<file path="config.mk">
export PLATFORM = sky130hd
export DESIGN_NAME = ssbd_front
export DESIGN_NICKNAME = d
export VERILOG_FILES = /design/src/rtl/core/ssbd_pkg.sv /design/src/rtl/core/ssbd_front.sv
export SDC_FILE = /design/constraint.sdc
export NUM_CORES = 1
export LEC_CHECK = 0
export BUFFER_PORTS_ARGS = -buffer_cell sky130_fd_sc_hd__buf_2
export CORE_ASPECT_RATIO = 0.8
export CORE_UTILIZATION = 45
export DETAILED_ROUTE_END_ITERATION = 16
export GPL_ROUTABILITY_DRIVEN = 0
export PLACE_DENSITY = 0.72
export SETUP_SLACK_MARGIN = 0.5
export SYNTH_ARGS = -nofsm -noshare
export SYNTH_HDL_FRONTEND = slang
export SYNTH_SLANG_ARGS = --single-unit
</file>
<file path="constraint.sdc">
create_clock -name clk -period 6.2 [get_ports clk]
set_input_delay 0.93 -clock clk [delete_from_list [all_inputs] [get_ports clk]]
set_output_delay 0.93 -clock clk [all_outputs]
set_load 0.01 [all_outputs]
</file>
<file path="src/rtl/core/ssbd_pkg.sv">
// Shared types, constants and helper functions for the supersample box downscaler.
// Used by every module under rtl/core; depends on nothing.
package ssbd_pkg;

  // Limits
  localparam int MAX_OUT_WIDTH = 2048;
  localparam int MAX_FACTOR    = 8;
  localparam int HEIGHT_LIMIT  = 4096;

  // Field and counter widths
  localparam int FACTOR_W   = 4;
  localparam int WIDTH_W    = 12;
  localparam int HEIGHT_W   = 13;
  localparam int PIX_W      = 8;
  localparam int X_W        = 11;
  localparam int Y_W        = 12;
  localparam int COL_W      = 14;
  localparam int KW_W       = 15;
  localparam int CIB_W      = 3;
  localparam int BAND_W     = 12;
  localparam int ROW_SUM_W  = 11;
  localparam int COL_SUM_W  = 14;

  // Reciprocal multipliers: exact floor division for dividends below 2**COL_W
  localparam int RC_W       = 18;
  localparam int RC_SHIFT   = 17;
  localparam int RA_W       = 21;
  localparam int RA_SHIFT   = 20;
  localparam int COL_PROD_W = COL_W + RC_W;
  localparam int AVG_PROD_W = COL_SUM_W + RA_W;

  // Line store
  localparam int MEM_AW     = 11;
  localparam int MEM_DW     = 3 * COL_SUM_W;

  // Block queue between front and back
  localparam int QDEPTH     = 4;
  localparam int QPTR_W     = 2;
  localparam int QCNT_W     = 3;

  // Configuration port
  localparam int CFG_IDX_W  = 2;
  localparam int CFG_DATA_W = 13;
  localparam logic [CFG_IDX_W-1:0] REG_FACTOR     = 2'd0;
  localparam logic [CFG_IDX_W-1:0] REG_OUT_WIDTH  = 2'd1;
  localparam logic [CFG_IDX_W-1:0] REG_OUT_HEIGHT = 2'd2;

  typedef struct packed {
    logic [FACTOR_W-1:0] factor;
    logic [WIDTH_W-1:0]  out_width;
    logic [HEIGHT_W-1:0] out_height;
  } cfg_t;

  // One finished row segment of a block, handed from front to back
  typedef struct packed {
    logic [COL_W-1:0]     src_col;
    logic [ROW_SUM_W-1:0] sum_r;
    logic [ROW_SUM_W-1:0] sum_g;
    logic [ROW_SUM_W-1:0] sum_b;
    logic                 first_row;
    logic                 emit;
    logic [Y_W-1:0]       y;
    logic                 done;
  } blk_t;

  typedef struct packed {
    logic full;
    logic empty;
  } qstat_t;

  // Factor register to block edge: zero acts as one, large values saturate
  function automatic logic [FACTOR_W-1:0] eff_factor(input logic [FACTOR_W-1:0] f);
    logic [FACTOR_W-1:0] k;
    if (f == '0) begin
      k = FACTOR_W'(1);
    end else if (f > FACTOR_W'(MAX_FACTOR)) begin
      k = FACTOR_W'(MAX_FACTOR);
    end else begin
      k = f;
    end
    return k;
  endfunction

  // ceil(2**17 / k)
  function automatic logic [RC_W-1:0] recip_col(input logic [FACTOR_W-1:0] k);
    logic [RC_W-1:0] r;
    unique case (k)
      4'd2:    r = 18'd65536;
      4'd3:    r = 18'd43691;
      4'd4:    r = 18'd32768;
      4'd5:    r = 18'd26215;
      4'd6:    r = 18'd21846;
      4'd7:    r = 18'd18725;
      4'd8:    r = 18'd16384;
      default: r = 18'd131072;
    endcase
    return r;
  endfunction

  // ceil(2**20 / k**2)
  function automatic logic [RA_W-1:0] recip_avg(input logic [FACTOR_W-1:0] k);
    logic [RA_W-1:0] r;
    unique case (k)
      4'd2:    r = 21'd262144;
      4'd3:    r = 21'd116509;
      4'd4:    r = 21'd65536;
      4'd5:    r = 21'd41944;
      4'd6:    r = 21'd29128;
      4'd7:    r = 21'd21400;
      4'd8:    r = 21'd16384;
      default: r = 21'd1048576;
    endcase
    return r;
  endfunction

endpackage

</file>
<file path="src/rtl/core/ssbd_front.sv">
// Front end: position counters and per-row block accumulation.
// Pushes one block segment per block end into the queue; uses ssbd_pkg.
module ssbd_front (
  input  logic                         clk,
  input  logic                         rst,
  input  ssbd_pkg::cfg_t               cfg,
  input  logic                         accept,
  input  logic                         frame_start,
  input  logic [ssbd_pkg::PIX_W-1:0]   src_red,
  input  logic [ssbd_pkg::PIX_W-1:0]   src_green,
  input  logic [ssbd_pkg::PIX_W-1:0]   src_blue,
  output logic                         push,
  output ssbd_pkg::blk_t               blk
);

  logic [ssbd_pkg::COL_W-1:0]     src_column;
  logic [ssbd_pkg::CIB_W-1:0]     column_in_block;
  logic [ssbd_pkg::CIB_W-1:0]     row_in_band;
  logic [ssbd_pkg::BAND_W-1:0]    band_index;
  logic [ssbd_pkg::ROW_SUM_W-1:0] row_r, row_g, row_b;

  logic [ssbd_pkg::FACTOR_W-1:0]  k;
  logic [ssbd_pkg::WIDTH_W-1:0]   w;
  logic [ssbd_pkg::HEIGHT_W-1:0]  h;
  logic [ssbd_pkg::KW_W-1:0]      kw;
  logic [ssbd_pkg::COL_W-1:0]     sc;
  logic [ssbd_pkg::CIB_W-1:0]     cib;
  logic [ssbd_pkg::CIB_W-1:0]     rib;
  logic [ssbd_pkg::BAND_W-1:0]    band;
  logic [ssbd_pkg::ROW_SUM_W-1:0] r_new, g_new, b_new;
  logic                           block_end, band_end, row_end, last_band;

  // Effective geometry
  always_comb begin
    k = ssbd_pkg::eff_factor(cfg.factor);
    if (cfg.out_width == '0) begin
      w = ssbd_pkg::WIDTH_W'(1);
    end else if (cfg.out_width > ssbd_pkg::WIDTH_W'(ssbd_pkg::MAX_OUT_WIDTH)) begin
      w = ssbd_pkg::WIDTH_W'(ssbd_pkg::MAX_OUT_WIDTH);
    end else begin
      w = cfg.out_width;
    end
    if (cfg.out_height == '0) begin
      h = ssbd_pkg::HEIGHT_W'(1);
    end else if (cfg.out_height > ssbd_pkg::HEIGHT_W'(ssbd_pkg::HEIGHT_LIMIT)) begin
      h = ssbd_pkg::HEIGHT_W'(ssbd_pkg::HEIGHT_LIMIT);
    end else begin
      h = cfg.out_height;
    end
    kw = ssbd_pkg::KW_W'(k) * ssbd_pkg::KW_W'(w);
  end

  // Counters as seen by this pixel (frame start clears them first)
  always_comb begin
    sc    = frame_start ? '0 : src_column;
    cib   = frame_start ? '0 : column_in_block;
    rib   = frame_start ? '0 : row_in_band;
    band  = frame_start ? '0 : band_index;
    r_new = (frame_start ? '0 : row_r) + ssbd_pkg::ROW_SUM_W'(src_red);
    g_new = (frame_start ? '0 : row_g) + ssbd_pkg::ROW_SUM_W'(src_green);
    b_new = (frame_start ? '0 : row_b) + ssbd_pkg::ROW_SUM_W'(src_blue);

    block_end = (ssbd_pkg::FACTOR_W'(cib) + ssbd_pkg::FACTOR_W'(1)) >= k;
    band_end  = (ssbd_pkg::FACTOR_W'(rib) + ssbd_pkg::FACTOR_W'(1)) >= k;
    row_end   = (ssbd_pkg::KW_W'(sc) + ssbd_pkg::KW_W'(1)) >= kw;
    last_band = (ssbd_pkg::HEIGHT_W'(band) + ssbd_pkg::HEIGHT_W'(1)) >= h;
  end

  // Block segment request
  always_comb begin
    push          = accept && block_end;
    blk.src_col   = sc;
    blk.sum_r     = r_new;
    blk.sum_g     = g_new;
    blk.sum_b     = b_new;
    blk.first_row = (rib == '0);
    blk.emit      = band_end;
    blk.done      = row_end && last_band;
    if (ssbd_pkg::HEIGHT_W'(band) < h) begin
      blk.y = ssbd_pkg::Y_W'(h - ssbd_pkg::HEIGHT_W'(1) - ssbd_pkg::HEIGHT_W'(band));
    end else begin
      blk.y = '0;
    end
  end

  // Counter and accumulator update
  always_ff @(posedge clk) begin
    if (rst) begin
      src_column      <= '0;
      column_in_block <= '0;
      row_in_band     <= '0;
      band_index      <= '0;
      row_r           <= '0;
      row_g           <= '0;
      row_b           <= '0;
    end else if (accept) begin
      src_column      <= row_end ? '0 : sc + ssbd_pkg::COL_W'(1);
      column_in_block <= (block_end || row_end) ? '0 : cib + ssbd_pkg::CIB_W'(1);
      row_r           <= (block_end || row_end) ? '0 : r_new;
      row_g           <= (block_end || row_end) ? '0 : g_new;
      row_b           <= (block_end || row_end) ? '0 : b_new;
      if (row_end) begin
        if (band_end) begin
          row_in_band <= '0;
          band_index  <= last_band ? '0 : band + ssbd_pkg::BAND_W'(1);
        end else begin
          row_in_band <= rib + ssbd_pkg::CIB_W'(1);
          band_index  <= band;
        end
      end else begin
        row_in_band <= rib;
        band_index  <= band;
      end
    end
  end

endmodule

</file>
==> results by group <==
Outcome
  • Status: finished, violations left
  • Violated checks: negative setup slack

Detailed routing
  • Vias per cell: 5.655
  • DRT Pass-1 Iters: 4
  • Drc violations: 0
  • Total Wirelength: 21.25 mm
  • DR vias: 7481
  • Initial DRC count: 490
  • Routed WL per cell: 16.06 µm
  • ANT nets after route: 0

Setup path
  • Reg2Reg Depth: 22
  • Crit Path Max Fanout: 2
  • CP endpoint kind: output pin
  • Critical path, cell by cell: buf_8, nor4_4, nand3_1, buf_4, a21oi_2, and2_4, fa_1, fa_1, ha_4, a211oi_2, nor2_2, nor4_4, o31ai_2, o41ai_2, xor2_1, ha_1, buf_4, a21o_1, o21ai_4, o21ai_4, nor2_2, nor2_2, buf_2
  • Crit path kind: in2out
  • Critical Path Slowest Stage Cell: fa_1
  • CP arrival: 5570 ps
  • CP Data Required Time: 5270 ps
  • Worst path max stage delay: 580 ps
  • CP Launch Type: input port
  • CP dominant cell by count: nor2_2

Yosys
  • YS warnings: 0
  • Seq cells post-synth: 65
  • Syn_area_per_cell: 8.185 µm²
  • Seq/Total Area, Yosys: 17.22%
  • Top cells by area, synth: ha_1 (17%), dfxtp_1 (17%), fa_1 (6.4%)
  • Post-synth EDFFs: 0
  • Synthesized area: 0.007555 mm²
  • Yosys cell types: 62
  • Asr flop ratio synth: 0%
  • Leading area contributor after synthesis: ha_1
  • Post-Syn Instances: 923
  • Syn nets: 1109
  • Yosys top cell area share: 17.39%
  • Predominant post-synthesis flop cell: dfxtp_1

Layout
  • Area grow syn2layout: 27.49%
  • Area occupied by multi-input gates: 0.006226 mm²
  • Design Area, Final: 0.009632 mm²
  • Filler Cell Count: 1460
  • Core Util, Final: 59.79%
  • N_diodes: 0
  • Share of layout cells above drive strength 1: 25.27%
  • Sequential cell area: 0.001301 mm²
  • Final nets: 1289
  • Finished Layout Cells: 1323

Clocking
  • Num CTS Buffers: 9
  • Root Buffer: clkbuf_16
  • CTS Buffer Depth: 2
  • CTS tree: yes
  • Worst skew pair latency: 340 ps
  • # H-tree levels: 3
  • CTS Hold Buffers Added: 0
  • Sink Count: 65
  • Reg clk slew, reported paths: 60 ps

Timing
  • Worst Skew: 9.605 ps
  • Tcrit/Tclk final: 104.9%
  • Tmin final: 6505 ps
  • Worst-Margin Slew: 1056 ps
  • Fin Setup TNS: -11420 ps
  • Max Fclk: 0.1537 GHz
  • RSZ-0062 raised after global routing: yes
  • Setup ws final: -304.7 ps
  • Final Setup Violations: 46
  • Fin. max-slew vios: 0
  • Slew headroom: 29.44%
  • Endpoints failing hold: 0

Power and ir drop
  • P_leak: 4.478 nW
  • VDD IR-drop max: 0.0001142 V
  • Pwr/cell area: 153.2 mW/mm²
  • Pwr Total: 0.001475 W

Global routing
  • First-pass GRT wire length: 33.67 mm
  • Initial antenna violation count: 0
  • Number of global-route vias before repair: 6866
  • Total track usage: 23.60%
  • Largest net degree at the start of global routing: 42
  • Total gr overflow: 0

Floorplan
  • Die area: 0.01731 mm²
  • Top Ports: 120
  • Core area: 0.01611 mm²
  • Die X: 146.9 µm
  • Number of rows in the core area: 41
  • Initial Util: 46.90%
  • Die H: 117.9 µm

Place
  • Placed cell count: 1284
  • Placed cell area: 0.008762 mm²
  • Post-DP HPWL: 15.35 mm
  • Port Buf Inserts: 119

Run
  • Max Cap Viol: 0

Worst hold path
  • Worst hold path type: reg2reg
  • WHS Path Cells: 2
kinds of logic (layout without fill, tap and decap cells):
family	Yosys count	count (layout)	share of synthesized area [%]
and+or+nand+nor	336	339	23.44
AOI/OAI and AO/OA	237	237	23.24
adders and majority gates	129	129	23.75
buffers and inverters	96	278	5.399
DFF	65	65	17.22
xor gates and xnor gates	60	60	6.956
cell usage after synthesis, types with 2 or more instances:
master,count
ha_1,105
nor2_1,91
inv_1,68
dfxtp_1,65
nor2b_1,56
a21oi_1,41
and2_1,39
nand2_1,38
xnor2_1,38
a22o_1,33
o21ai_0,31
nand2b_1,29
fa_1,24
nand3_1,23
xor2_1,22
o21a_1,21
clkbuf_1,18
nor3_1,15
a211oi_1,13
a31oi_1,13
a21o_1,12
a32o_1,12
and3_1,11
a32oi_1,10
o211ai_1,9
or3_1,8
nand4b_1,6
nor4_1,6
o31ai_1,6
nand4_1,5
a211o_1,4
a21boi_0,4
buf_2,4
o41ai_1,4
o31a_1,3
o41a_1,3
or2_2,3
a2111oi_4,2
a311oi_1,2
buf_4,2
o2111a_1,2
o21ai_1,2
layout make-up:
cell class	instances	share of cell area (%)
inverter	69	2.689
multi-input combinational	765	64.64
clock buffer	10	2.481
sequential	65	13.51
clock inverter	6	0.9353
timing repair buffer	193	12.95
tap	215	2.793
worst paths after layout:
check	start	endpoint	slack, ps
min	column_in_block[0]$_SDFFE_PP0P_	column_in_block[0]$_SDFFE_PP0P_	460
max	cfg[17]	blk[0]	-300
max reg2reg	src_column[0]$_SDFFE_PP0P_	row_g[4]$_SDFFE_PP0P_	1620
min reg2reg	column_in_block[0]$_SDFFE_PP0P_	column_in_block[0]$_SDFFE_PP0P_	460
where the power goes:
group	total [W]	internal [W]	switching [W]
logic	0.000470	0.000211	0.000259
registers	0.000441	0.000433	0.00000788
clock network	0.000564	0.000364	0.000200
metal layers:
metal | part of all wire [%] | up-vias | global-route usage (%)
met1 | 49 | 3560 | 34.29
met5 | 0 | - | 0
met4 | 1.3 | 0 | 4.427
met2 | 44 | 221 | 36.82
li1 | - | 3677 | -
met3 | 5.7 | 23 | 3.411
critical path: cells and delay by family:
| family | cells | cell delay (ps) |
|---|---|---|
| xor+xnor | 1 | 200 |
| simple gates | 7 | 1060 |
| fa+ha+maj | 4 | 1500 |
| compound gates | 7 | 1330 |
| buf+inv | 4 | 540 |
through the flow:
step / hold slack, ps / setup slack [ps]
2_1_floorplan: 417.3 / 84.18
3_3_place_gp: 428.5 / -296.0
3_5_place_dp: 436.4 / -452.8
4_1_cts: 449.5 / -168.2
5_1_grt: 472.0 / -516.1
6_report: 456.9 / -304.7
cells in the final DEF (no fill, tap or decap), types with 34 or more instances in the layout:
master   count
buf_4       60
xnor2_1     38
dfxtp_1     65
nand2_1     37
a21oi_1     38
nor2_1      83
buf_2      116
and2_1      34
inv_1       65
ha_1        98
nor2b_1     56
what timing repair did:
item,4_1_cts,5_1_grt
gates cloned,3,1
setup endpoints to repair,66,66
resized for setup,26,59
buffers inserted,13,6
pin swaps,30,59
flip-flops by register name (all words and copies together) (netlist names):
register,cells
src_column,14
row_g,11
row_b,11
row_in_band,3
band_index,12
row_r,11
column_in_block,3
(Power assumes the default switching activity.)
