**src/rtl/core/ssbd_pkg.sv**
```systemverilog
// Shared types, constants and helper functions for the supersample box downscaler.
// Used by every module under rtl/core; depends on nothing.
package ssbd_pkg;

  // Limits
  localparam int MAX_OUT_WIDTH = 2048;
  localparam int MAX_FACTOR    = 8;
  localparam int HEIGHT_LIMIT  = 4096;

  // Field and counter widths
  localparam int FACTOR_W   = 4;
  localparam int WIDTH_W    = 12;
  localparam int HEIGHT_W   = 13;
  localparam int PIX_W      = 8;
  localparam int X_W        = 11;
  localparam int Y_W        = 12;
  localparam int COL_W      = 14;
  localparam int KW_W       = 15;
  localparam int CIB_W      = 3;
  localparam int BAND_W     = 12;
  localparam int ROW_SUM_W  = 11;
  localparam int COL_SUM_W  = 14;

  // Reciprocal multipliers: exact floor division for dividends below 2**COL_W
  localparam int RC_W       = 18;
  localparam int RC_SHIFT   = 17;
  localparam int RA_W       = 21;
  localparam int RA_SHIFT   = 20;
  localparam int COL_PROD_W = COL_W + RC_W;
  localparam int AVG_PROD_W = COL_SUM_W + RA_W;

  // Line store
  localparam int MEM_AW     = 11;
  localparam int MEM_DW     = 3 * COL_SUM_W;

  // Block queue between front and back
  localparam int QDEPTH     = 4;
  localparam int QPTR_W     = 2;
  localparam int QCNT_W     = 3;

  // Configuration port
  localparam int CFG_IDX_W  = 2;
  localparam int CFG_DATA_W = 13;
  localparam logic [CFG_IDX_W-1:0] REG_FACTOR     = 2'd0;
  localparam logic [CFG_IDX_W-1:0] REG_OUT_WIDTH  = 2'd1;
  localparam logic [CFG_IDX_W-1:0] REG_OUT_HEIGHT = 2'd2;

  typedef struct packed {
    logic [FACTOR_W-1:0] factor;
    logic [WIDTH_W-1:0]  out_width;
    logic [HEIGHT_W-1:0] out_height;
  } cfg_t;

  // One finished row segment of a block, handed from front to back
  typedef struct packed {
    logic [COL_W-1:0]     src_col;
    logic [ROW_SUM_W-1:0] sum_r;
    logic [ROW_SUM_W-1:0] sum_g;
    logic [ROW_SUM_W-1:0] sum_b;
    logic                 first_row;
    logic                 emit;
    logic [Y_W-1:0]       y;
    logic                 done;
  } blk_t;

  typedef struct packed {
    logic full;
    logic empty;
  } qstat_t;

  // Factor register to block edge: zero acts as one, large values saturate
  function automatic logic [FACTOR_W-1:0] eff_factor(input logic [FACTOR_W-1:0] f);
    logic [FACTOR_W-1:0] k;
    if (f == '0) begin
      k = FACTOR_W'(1);
    end else if (f > FACTOR_W'(MAX_FACTOR)) begin
      k = FACTOR_W'(MAX_FACTOR);
    end else begin
      k = f;
    end
    return k;
  endfunction

  // ceil(2**17 / k)
  function automatic logic [RC_W-1:0] recip_col(input logic [FACTOR_W-1:0] k);
    logic [RC_W-1:0] r;
    unique case (k)
      4'd2:    r = 18'd65536;
      4'd3:    r = 18'd43691;
      4'd4:    r = 18'd32768;
      4'd5:    r = 18'd26215;
      4'd6:    r = 18'd21846;
      4'd7:    r = 18'd18725;
      4'd8:    r = 18'd16384;
      default: r = 18'd131072;
    endcase
    return r;
  endfunction

  // ceil(2**20 / k**2)
  function automatic logic [RA_W-1:0] recip_avg(input logic [FACTOR_W-1:0] k);
    logic [RA_W-1:0] r;
    unique case (k)
      4'd2:    r = 21'd262144;
      4'd3:    r = 21'd116509;
      4'd4:    r = 21'd65536;
      4'd5:    r = 21'd41944;
      4'd6:    r = 21'd29128;
      4'd7:    r = 21'd21400;
      4'd8:    r = 21'd16384;
      default: r = 21'd1048576;
    endcase
    return r;
  endfunction

endpackage

```
**src/rtl/core/ssbd_queue.sv**
```systemverilog
// Short FIFO of block segments between front and back.
// Uses ssbd_pkg for the entry type and depth.
module ssbd_queue (
  input  logic             clk,
  input  logic             rst,
  input  logic             push,
  input  ssbd_pkg::blk_t   push_blk,
  input  logic             pop,
  output ssbd_pkg::blk_t   head,
  output ssbd_pkg::qstat_t stat
);

  ssbd_pkg::blk_t                 entries [ssbd_pkg::QDEPTH];
  logic [ssbd_pkg::QPTR_W-1:0]    wr_ptr;
  logic [ssbd_pkg::QPTR_W-1:0]    rd_ptr;
  logic [ssbd_pkg::QCNT_W-1:0]    count;

  assign head       = entries[rd_ptr];
  assign stat.full  = (count == ssbd_pkg::QCNT_W'(ssbd_pkg::QDEPTH));
  assign stat.empty = (count == '0);

  // Pointers and fill level
  always_ff @(posedge clk) begin
    if (rst) begin
      wr_ptr <= '0;
      rd_ptr <= '0;
      count  <= '0;
    end else begin
      if (push) begin
        wr_ptr <= wr_ptr + ssbd_pkg::QPTR_W'(1);
      end
      if (pop) begin
        rd_ptr <= rd_ptr + ssbd_pkg::QPTR_W'(1);
      end
      if (push && !pop) begin
        count <= count + ssbd_pkg::QCNT_W'(1);
      end else if (pop && !push) begin
        count <= count - ssbd_pkg::QCNT_W'(1);
      end
    end
  end

  // Entry storage
  always_ff @(posedge clk) begin
    if (push) begin
      entries[wr_ptr] <= push_blk;
    end
  end

endmodule

```
**config.mk**
```make
export PLATFORM = sky130hd
export DESIGN_NAME = ssbd_queue
export DESIGN_NICKNAME = d
export VERILOG_FILES = /design/src/rtl/core/ssbd_pkg.sv /design/src/rtl/core/ssbd_queue.sv
export SDC_FILE = /design/constraint.sdc
export NUM_CORES = 1
export LEC_CHECK = 0
export BUFFER_PORTS_ARGS = -buffer_cell sky130_fd_sc_hd__buf_4
export CELL_PAD_IN_SITES_DETAIL_PLACEMENT = 1
export CELL_PAD_IN_SITES_GLOBAL_PLACEMENT = 2
export CORE_ASPECT_RATIO = 0.7
export CORE_MARGIN = 2
export CORE_UTILIZATION = 25
export CTS_CLUSTER_DIAMETER = 40
export CTS_CLUSTER_SIZE = 12
export DETAILED_ROUTE_END_ITERATION = 10
export HOLD_SLACK_MARGIN = 0.02
export PLACE_DENSITY = 0.53
export SLEW_MARGIN = 10
export SYNTH_ARGS = -nofsm -noshare
export SYNTH_HDL_FRONTEND = slang
export SYNTH_SLANG_ARGS = --single-unit
```
**constraint.sdc**
```tcl
create_clock -name clk -period 2.4 [get_ports clk]
set_input_delay 0.36 -clock clk [delete_from_list [all_inputs] [get_ports clk]]
set_output_delay 0.36 -clock clk [all_outputs]
set_load 0.01 [all_outputs]
```
==> flow_metrics.env, run 1 <==
export IMPL_path_cells="buf_16, mux4_2, buf_4"
export IMPL_max_vdd_ir_drop_uv=400
export IMPL_insertion_delay_ns=0.52
export IMPL_viasPerCell=4.17
export IMPL_cp_arrival_ns=1.93
export IMPL_synth_cell_types=22
export IMPL_rows=59
export IMPL_dp_hpwl_um=12400
export IMPL_required_ns=2.04
export IMPL_grt_pass1_vias=5180
export IMPL_final_hold_viol_count=0
export IMPL_drive_above_1_share_pct=46.1
export IMPL_first_pass_iters=4
export IMPL_cts_sinks=257
export IMPL_max_stage_delay_ns=0.58
export IMPL_fin_skew_ns=0.00861
export IMPL_max_clock_freq_ghz=0.436
export IMPL_whs_path_depth=1
export IMPL_cts_root_buffer="clkbuf_16"
export IMPL_antenna_found_initial=0
export IMPL_yosysWarnings=0
export IMPL_path_class="reg -> out"
export IMPL_area_growth_pct=31.6
export IMPL_num_nets_final=623
export IMPL_powerDensity_mw_per_mm2=932
export IMPL_grt_max_degree=35
export IMPL_grt_use_met2_pct=17.0
export IMPL_syn_area_sq_mm=0.00945
export IMPL_grt_remaining_overflow=0
export IMPL_crit_path_max_fanout=34
export IMPL_avgSynthCellArea_sq_um=25.7
export IMPL_ys_seq_area_share_pct=80.8
export IMPL_worstMarginPinSlew_ns=0.497
export IMPL_dieArea_sq_mm=0.0394
export IMPL_outcome="finished clean"
export IMPL_critPathCaptureType="output pin"
export IMPL_drc=0
export IMPL_r2r_slack_ns=0.73
export IMPL_period_share_pct=95.6
export IMPL_start_util_pct=25.4
export IMPL_ys_top_cells_by_area="edfxtp_1, mux4_2, dfxtp_1"
export IMPL_core_sq_mm=0.0372
export IMPL_dp_slack_ns=0.484
export IMPL_slowest_stage="mux4_2"
export IMPL_hp_start="push_blk[3]"
export IMPL_syn_nets=440
export IMPL_cts_buffers=36
export IMPL_clk_path_buf_depth=3
export IMPL_max_cap_violations=0
export IMPL_ys_ff_latch=257
export IMPL_hold_path_class="in -> reg"
export IMPL_layout_setup_ws_ns=0.106
export IMPL_post_cts_buffers=0
export IMPL_yosysTopAreaCellShare_pct=78.8
export IMPL_use_met3_pct=4.13
export IMPL_gp_congestion=0.718
export IMPL_r2r_start="wr_ptr[0]$_SDFFE_PP0P_"
export IMPL_grt_first_pass_wirelength_um=31100
export IMPL_path_clk_slew_ns=0.05
export IMPL_max_slew_margin_rel_pct=66.9
export IMPL_syn_inst=368
export IMPL_ant_nets=0
export IMPL_reg2reg_depth=4
export IMPL_fp_dieW_um=236
export IMPL_wirelength_um=20300
export IMPL_use_met1_pct=13.1
export IMPL_crit_family="multiplexers"
export IMPL_boundaryPins=130
export IMPL_avgRoutedWirePerCell_um=19.1
export IMPL_cts_tree="yes"
export IMPL_p_total_w=0.0116
export IMPL_critical_path_buf_inv_count=2
export IMPL_htree_levels=2
export IMPL_setup_viol=0
export IMPL_synth_area_leader_cell="edfxtp_1"
export IMPL_finalMaxSlewViolations=0
export IMPL_numPortBuffers=129
export IMPL_startpoint_type="register"
export IMPL_die_y_um=167
export IMPL_holdPathEnd="entries[2][3]$_DFFE_PP_"
export IMPL_leakagePower_nw=4.19
export IMPL_drt_iter0_markers=147
export IMPL_vias=4429
export IMPL_top_usage_layer="met2"
export IMPL_r2r_end="entries[0][37]$_DFFE_PP_"
export IMPL_diodes=0
export IMPL_fin_crit_ns=2.29
export IMPL_gr_usage_all_layers_pct=10.6
-- per-stage QoR --
step,hold WS (ns),instances,util (%),area (sq um),setup TNS [ns]
floorplan,0.459,368,-,9450,0
global placement,0.482,982,29.7,11100,0
detailed placement,0.505,982,29.7,11100,0
CTS,0.0200,1063,33.4,12400,0
global route,0.0206,1063,33.4,12400,-0.00154
finish,0.0457,1063,33.4,12400,0
-- worst max path at each step --
stage,to,cells past startpoint
floorplan,entries[2][0]$_DFFE_PP_,3
global placement,count[2]$_SDFFE_PP0P_,8
detailed placement,count[2]$_SDFFE_PP0P_,8
CTS,head[48],3
global route,head[37],3
finish,head[37],3
-- cells in the mapped netlist --
cell,instances
edfxtp_1,248
mux4_2,60
dfxtp_1,9
nor2_1,7
buf_12,6
buf_2,6
ha_1,5
and2_1,4
inv_1,4
xor2_1,3
clkbuf_1,2
mux2i_1,2
mux4_1,2
xnor2_1,2
a21oi_1,1
buf_6,1
fa_1,1
nand2_1,1
nor3_1,1
nor3b_1,1
o21ai_0,1
or3_1,1
-- flip-flops by register name (all words and copies together), names as in the netlist, named ones only --
register / flops
count: 3
wr_ptr: 2
rd_ptr: 2
entries: 248
-- where the power goes --
part,internal [W],switching (W),total [W]
sequential,0.00515,0.0000588,0.00521
clock,0.00327,0.00195,0.00522
combinational,0.000597,0.000562,0.00116
-- per-layer routing --
| metal | wire [um] | share of wire, % |
|---|---|---|
| met3 | 1510 | 7.4 |
| met1 | 8740 | 43 |
| met2 | 9710 | 48 |
| met5 | 0 | 0 |
| met4 | 376 | 1.8 |
-- cell families after synthesis --
| family | after synthesis | synth area share (%) |
|---|---|---|
| DFF | 257 | 80.8 |
| muxes | 64 | 15.1 |
| buffers and inverters | 19 | 1.95 |
| and+or+nand+nor | 15 | 0.782 |
| adders and majority gates | 6 | 0.874 |
| xor gates and xnor gates | 5 | 0.464 |
| AOI/OAI and AO/OA | 2 | 0.106 |
-- cell type report --
type,instances,area (sq um)
sequential,257,7630
clock buffer,39,933
tap,488,611
inverter,4,15.0
fill,3738,24800
clock inverter,23,254
timing repair buffer,160,1340
multi-input combinational,92,1640
-- timing repair --
item / in CTS / in global routing
gates resized for setup: 0 / 2
hold buffers: 19 / 0
endpoints found under the setup margin: 0 / 2
hold endpoints to repair: 67 / 0
-- cells in the final DEF, fill, tap and decap left out --
master and n:
edfxtp_1 248, buf_4 134, mux4_2 61, clkbuf_16 37, dlygate4sd3_1 19, nor2_1 7
dfxtp_1 7, buf_12 6, ha_1 5, inv_1 4, and2_4 4, inv_6 4
clkinvlp_4 4, bufinv_16 4, clkinv_2 4, xor2_1 3, clkinv_1 3, clkinv_4 3
xnor2_1 2, mux2i_1 2, dfxtp_4 2, clkbuf_1 2, nor3b_1 1, nor3_1 1
mux4_1 1, nand2_1 1, o21ai_0 1, or3_1 1, a21oi_1 1, fa_1 1
inv_8 1, buf_16 1
Note: power is estimated with default switching activity, not from simulation.
==> run 2: changes to the inputs <==
--- a/config.mk
+++ b/config.mk
@@ -6,16 +6,16 @@
 export NUM_CORES = 1
 export LEC_CHECK = 0
 export BUFFER_PORTS_ARGS = -buffer_cell sky130_fd_sc_hd__buf_4
-export CELL_PAD_IN_SITES_DETAIL_PLACEMENT = 1
-export CELL_PAD_IN_SITES_GLOBAL_PLACEMENT = 2
+export CELL_PAD_IN_SITES_DETAIL_PLACEMENT = 0
+export CELL_PAD_IN_SITES_GLOBAL_PLACEMENT = 1
 export CORE_ASPECT_RATIO = 0.7
 export CORE_MARGIN = 2
-export CORE_UTILIZATION = 25
+export CORE_UTILIZATION = 45
 export CTS_CLUSTER_DIAMETER = 40
 export CTS_CLUSTER_SIZE = 12
 export DETAILED_ROUTE_END_ITERATION = 10
 export HOLD_SLACK_MARGIN = 0.02
-export PLACE_DENSITY = 0.53
+export PLACE_DENSITY = 0.77
 export SLEW_MARGIN = 10
 export SYNTH_ARGS = -nofsm -noshare
 export SYNTH_HDL_FRONTEND = slang
==> flow_metrics.env, run 2 (synthesized netlist as in run 1, its figures left out) <==
export IMPL_outcome="finished clean"
export IMPL_m1WireLength_um=7290
export IMPL_slowest_stage="mux4_2"
export IMPL_max_clock_freq_ghz=0.436
export IMPL_grt_pass1_vias=4664
export IMPL_avgRoutedWirePerCell_um=21.1
export IMPL_drive_above_1_share_pct=45.6
export IMPL_grt_max_degree=63
export IMPL_finalMaxSlewViolations=0
export IMPL_htree_levels=1
export IMPL_grt_first_pass_wirelength_um=26400
export IMPL_reg_largest_list="entries: 248 flops, count: 3 flops"
export IMPL_num_nets_final=597
export IMPL_final_cell_mix="edfxtp_1, buf_4, mux4_2"
export IMPL_crit_path_max_fanout=18
export IMPL_rows=44
export IMPL_layout_setup_ws_ns=0.104
export IMPL_stdcell_count=813
export IMPL_antenna_found_initial=0
export IMPL_boundaryPins=130
export IMPL_critical_path_buf_inv_count=2
export IMPL_dp_cells=771
export IMPL_dp_slack_ns=0.505
export IMPL_crit_family="multiplexers"
export IMPL_gr_usage_all_layers_pct=15.7
export IMPL_powerDensity_mw_per_mm2=868
export IMPL_hold_path_class="in -> reg"
export IMPL_largest_reg_flops=248
export IMPL_routed_wl_met3_um=1550
export IMPL_numPortBuffers=129
export IMPL_die_y_um=125
export IMPL_path_class="reg -> out"
export IMPL_worstMarginPinSlew_ns=0.400
export IMPL_fin_crit_ns=2.30
export IMPL_postLayoutCellArea_sq_mm=0.0116
export IMPL_insertion_delay_ns=0.51
export IMPL_diodes=0
export IMPL_gp_congestion=0.752
export IMPL_ant_nets=0
export IMPL_dr_max_layer_used="met4"
export IMPL_final_hold_viol_count=0
export IMPL_vias=4279
export IMPL_path_clk_slew_ns=0.06
export IMPL_fp_dieW_um=177
export IMPL_drt_iter0_markers=307
export IMPL_wirelength_um=17100
export IMPL_area_growth_pct=22.6
export IMPL_met2_length_um=7950
export IMPL_max_stage_delay_ns=0.56
export IMPL_first_pass_iters=4
export IMPL_setup_tns_ns=0
export IMPL_critPathCaptureType="output pin"
export IMPL_dpl_cell_area_sq_mm=0.0108
export IMPL_dp_hpwl_um=10800
export IMPL_drc=0
export IMPL_max_cap_violations=0
export IMPL_startpoint_type="register"
export IMPL_final_common_cell="edfxtp_1"
export IMPL_cp_arrival_ns=1.94
export IMPL_period_share_pct=95.7
export IMPL_fin_skew_ns=0.0133
export IMPL_start_util_pct=45.8
export IMPL_regMostFlops="entries"
export IMPL_path_cells="buf_12, mux4_2, buf_4"
export IMPL_clk_path_buf_depth=3
export IMPL_cts_tree="yes"
export IMPL_setup_viol=0
export IMPL_fill_cells=1518
export IMPL_max_vdd_ir_drop_uv=535
export IMPL_viasPerCell=5.26
export IMPL_leakagePower_nw=3.93
export IMPL_required_ns=2.04
export IMPL_cts_root_buffer="clkbuf_16"
export IMPL_core_sq_mm=0.0206
export IMPL_rsz0062_at_grt="yes"
export IMPL_cts_buffers=27
export IMPL_dieArea_sq_mm=0.0222
export IMPL_grt_remaining_overflow=0
export IMPL_max_slew_margin_rel_pct=73.3
export IMPL_cts_sinks=257
-- run 2: cell count changes in the layout (fill, tap and decap cells not counted), sizes merged --
cell         change
clkbuf           -4
clkinv           -7
dlygate4sd3     -19
bufinv           -3
buf              +2
inv              -3
clkinvlp         -4
-- run 2: repair_timing --
item                                    CTS  global route
gates resized for setup                   1             2
endpoints found under the setup margin   19             2
cloned                                    0             0
buffers inserted                          1             0
hold buffers                              0             0
-- run 2: power breakdown --
part	leakage [nW]	internal, W	switching (W)
clock	0.387	0.00221	0.00152
combinational	1.19	0.000581	0.000521
sequential	2.35	0.00515	0.0000744
total	3.93	0.00794	0.00212
-- run 2: per-layer routing --
| metal | vias up | track usage, % |
|---|---|---|
| met5 | - | 0 |
| met4 | 0 | 3.40 |
| met3 | 30 | 5.14 |
| met2 | 138 | 24.2 |
| met1 | 2237 | 22.0 |
| li1 | 1874 | - |
-- run 2: final cells by class --
type	instances	area, sq um	area share, %
Sequential cell	257	7630	65.9
Multi-Input combinational cell	92	1640	14.1
Timing Repair Buffer	143	1160	10.1
Clock buffer	35	726	6.26
Tap cell	276	345	2.98
Clock inverter	6	61.3	0.529
Inverter	4	15.0	0.130
-- run 2: metrics by stage --
stage / total power [W] / hold slack (ns) / util (%)
5_1_grt: 0.0104 / 0.0296 / 56.1
4_1_cts: 0.0102 / 0.0238 / 56.1
6_report: 0.0101 / 0.0465 / 56.1
3_5_place_dp: 0.00644 / 0.502 / 52.3
2_1_floorplan: 0.00590 / 0.459 / -
3_3_place_gp: 0.00640 / 0.479 / 52.3
-- run 2: path summary, 6_finish.rpt --
path                               start                       end  slack (ns)  cells after the start
hold / removal              push_blk[26]  entries[3][26]$_DFFE_PP_        0.05                      1
hold reg to reg    count[2]$_SDFFE_PP0P_     count[2]$_SDFFE_PP0P_        0.52                      2
setup / recovery                register                  head[19]        0.10                      3
setup reg to reg  wr_ptr[1]$_SDFFE_PP0P_  entries[0][33]$_DFFE_PP_        0.84                      4
==> run 3: changes to the inputs <==
--- a/config.mk
+++ b/config.mk
@@ -5,7 +5,7 @@
 export SDC_FILE = /design/constraint.sdc
 export NUM_CORES = 1
 export LEC_CHECK = 0
-export BUFFER_PORTS_ARGS = -buffer_cell sky130_fd_sc_hd__buf_4
+export BUFFER_PORTS_ARGS = -buffer_cell sky130_fd_sc_hd__buf_2
 export CELL_PAD_IN_SITES_DETAIL_PLACEMENT = 0
 export CELL_PAD_IN_SITES_GLOBAL_PLACEMENT = 1
 export CORE_ASPECT_RATIO = 0.7
@@ -15,7 +15,8 @@
 export CTS_CLUSTER_SIZE = 12
 export DETAILED_ROUTE_END_ITERATION = 10
 export HOLD_SLACK_MARGIN = 0.02
-export PLACE_DENSITY = 0.77
+export PLACE_DENSITY = 0.81
+export SKIP_LAST_GASP = 1
 export SLEW_MARGIN = 10
 export SYNTH_ARGS = -nofsm -noshare
 export SYNTH_HDL_FRONTEND = slang
==> flow_metrics.env, run 3 (synthesized netlist as in run 1, its figures left out) <==
export IMPL_outcome="finished clean"
export IMPL_dieArea_sq_mm=0.0222
export IMPL_dp_cells=766
export IMPL_boundaryPins=130
export IMPL_cp_arrival_ns=1.91
export IMPL_swShare_pct=21.5
export IMPL_startpoint_type="register"
export IMPL_slowest_stage="mux4_2"
export IMPL_period_share_pct=94.5
export IMPL_p_comb_share_pct=9.7
export IMPL_p_total_w=0.0102
export IMPL_rsz0062_at_grt="no"
export IMPL_clock_power_share_pct=39.1
export IMPL_path_clk_slew_ns=0.06
export IMPL_path_class="reg -> out"
export IMPL_fp_dieW_um=177
export IMPL_viasPerCell=5.27
export IMPL_core_sq_mm=0.0206
export IMPL_fin_crit_ns=2.27
export IMPL_fin_skew_ns=0.00941
export IMPL_leakagePower_nw=3.85
export IMPL_htree_levels=1
export IMPL_grt_remaining_overflow=0
export IMPL_path_cells="buf_16, mux4_2, buf_2"
export IMPL_drt_iter0_markers=276
export IMPL_avgRoutedWirePerCell_um=22.0
export IMPL_dp_hpwl_um=10300
export IMPL_max_slew_margin_rel_pct=66.4
export IMPL_max_vdd_ir_drop_uv=646
export IMPL_cts_tree="yes"
export IMPL_gr_usage_all_layers_pct=16.2
export IMPL_area_growth_pct=20.1
export IMPL_stdcell_count=814
export IMPL_final_hold_viol_count=0
export IMPL_cts_buffers=29
export IMPL_grt_pass1_vias=4700
export IMPL_vias=4289
export IMPL_critPathCaptureType="output pin"
export IMPL_max_clock_freq_ghz=0.441
export IMPL_antenna_found_initial=3
export IMPL_reg2reg_depth=4
export IMPL_cts_sinks=257
export IMPL_worstMarginPinSlew_ns=0.503
export IMPL_max_stage_delay_ns=0.56
export IMPL_numPortBuffers=129
export IMPL_postLayoutCellArea_sq_mm=0.0113
export IMPL_final_common_cell="edfxtp_1"
export IMPL_drive_above_1_share_pct=45.7
export IMPL_setup_viol=0
export IMPL_drc=0
export IMPL_seqPwrFrac_pct=51.2
export IMPL_regArea_sq_mm=0.00763
export IMPL_finalMaxSlewViolations=0
export IMPL_reg_largest_list="entries: 248 flops, count: 3 flops"
export IMPL_powerDensity_mw_per_mm2=899
export IMPL_switching_power_w=0.00219
export IMPL_start_util_pct=45.8
export IMPL_r2r_start="wr_ptr[0]$_SDFFE_PP0P_"
export IMPL_cts_root_buffer="clkbuf_16"
export IMPL_first_pass_iters=5
export IMPL_setup_tns_ns=0
export IMPL_crit_path_end="head[34]"
export IMPL_num_nets_final=595
export IMPL_cellInternalPower_w=0.00801
export IMPL_multiInputGateArea_sq_mm=0.00164
export IMPL_grt_first_pass_wirelength_um=27100
export IMPL_die_y_um=125
export IMPL_wirelength_um=17900
export IMPL_regMostFlops="entries"
export IMPL_hold_path_class="in -> reg"
export IMPL_fill_cells=1550
export IMPL_final_util_pct=55.0
export IMPL_crit_path_max_fanout=19
export IMPL_max_cap_violations=0
export IMPL_insertion_delay_ns=0.52
export IMPL_ant_nets=0
export IMPL_r2r_slack_ns=0.70
export IMPL_gp_congestion=0.733
export IMPL_grt_max_degree=39
export IMPL_clk_path_buf_depth=3
export IMPL_required_ns=2.04
export IMPL_final_cell_mix="edfxtp_1, buf_2, mux4_2"
export IMPL_r2r_end="entries[0][45]$_DFFE_PP_"
export IMPL_largest_reg_flops=248
export IMPL_dpl_cell_area_sq_mm=0.0104
export IMPL_rows=44
## run 3: changes by cell type in the layout (fill, tap and decap cells not counted), moves of 2 or more
cell,before,now
clkbuf_1,6,2
buf_2,0,129
mux4_2,62,60
buf_4,135,1
clkinv_2,2,6
mux4_1,0,2
diode_2,0,2
clkbuf_16,27,30
clkbuf_8,2,0
## run 3: timing repair
item / CTS / global route
resized for setup: 0 / 1
setup endpoints to repair: 0 / 9
setup buffers: 0 / 1
hold buffers: 0 / 0
## run 3: worst min-delay path by stage
| stage | start | end | slack, ns | cells past startpoint |
|---|---|---|---|---|
| finish | push_blk[57] | entries[3][57]$_DFFE_PP_ | 0.06 | 1 |
| global route | push_blk[34] | entries[2][34]$_DFFE_PP_ | 0.03 | 1 |
| CTS | push_blk[4] | entries[1][4]$_DFFE_PP_ | 0.03 | 1 |
| detailed placement | count[2]$_SDFFE_PP0P_ | count[2]$_SDFFE_PP0P_ | 0.51 | 2 |
| global placement | count[2]$_SDFFE_PP0P_ | count[2]$_SDFFE_PP0P_ | 0.49 | 2 |
| floorplan | push_blk[0] | entries[0][0]$_DFFE_PP_ | 0.46 | 0 |
## run 3: stage by stage
| stage | hold slack [ns] | setup WS (ns) |
|---|---|---|
| 2_1_floorplan | 0.459 | 0.644 |
| 4_1_cts | 0.0283 | 0.0281 |
| 3_5_place_dp | 0.510 | 0.530 |
| 5_1_grt | 0.0347 | 0.0217 |
| 6_report | 0.0550 | 0.131 |
| 3_3_place_gp | 0.494 | 0.537 |
## run 3: power by group through the flow
| stage | registers [W] | logic [W] | clock network [W] |
|---|---|---|---|
| floorplan | 0.00529 | 0.000610 | 0 |
| global placement | 0.00530 | 0.000950 | 0 |
| detailed placement | 0.00532 | 0.000975 | 0 |
| CTS | 0.00523 | 0.000981 | 0.00409 |
| global route | 0.00524 | 0.00107 | 0.00430 |
| finish | 0.00523 | 0.000984 | 0.00399 |
## run 3: worst max-delay path, delay by kind of cell, from the launching register on
kind | cells | cell delay [ns]
buffers and inverters | 2 | 0.37
multiplexers | 1 | 0.56
flip-flops | 1 | 0.42
## run 3: cell type report
class | count | area share [%]
tap | 276 | 3.04
clock inverter | 13 | 1.11
inverter | 4 | 0.132
antenna | 2 | 0.0441
clock buffer | 31 | 6.46
timing repair buffer | 139 | 7.41
multi-input combinational | 92 | 14.5
sequential | 257 | 67.3
## run 3: per-layer routing
layer	share of wire (%)	track usage, %	wire, um
met5	0	0	0
met1	42	21.8	7520
met2	48	26.2	8570
met4	1.3	3.16	236
met3	8.6	5.47	1540
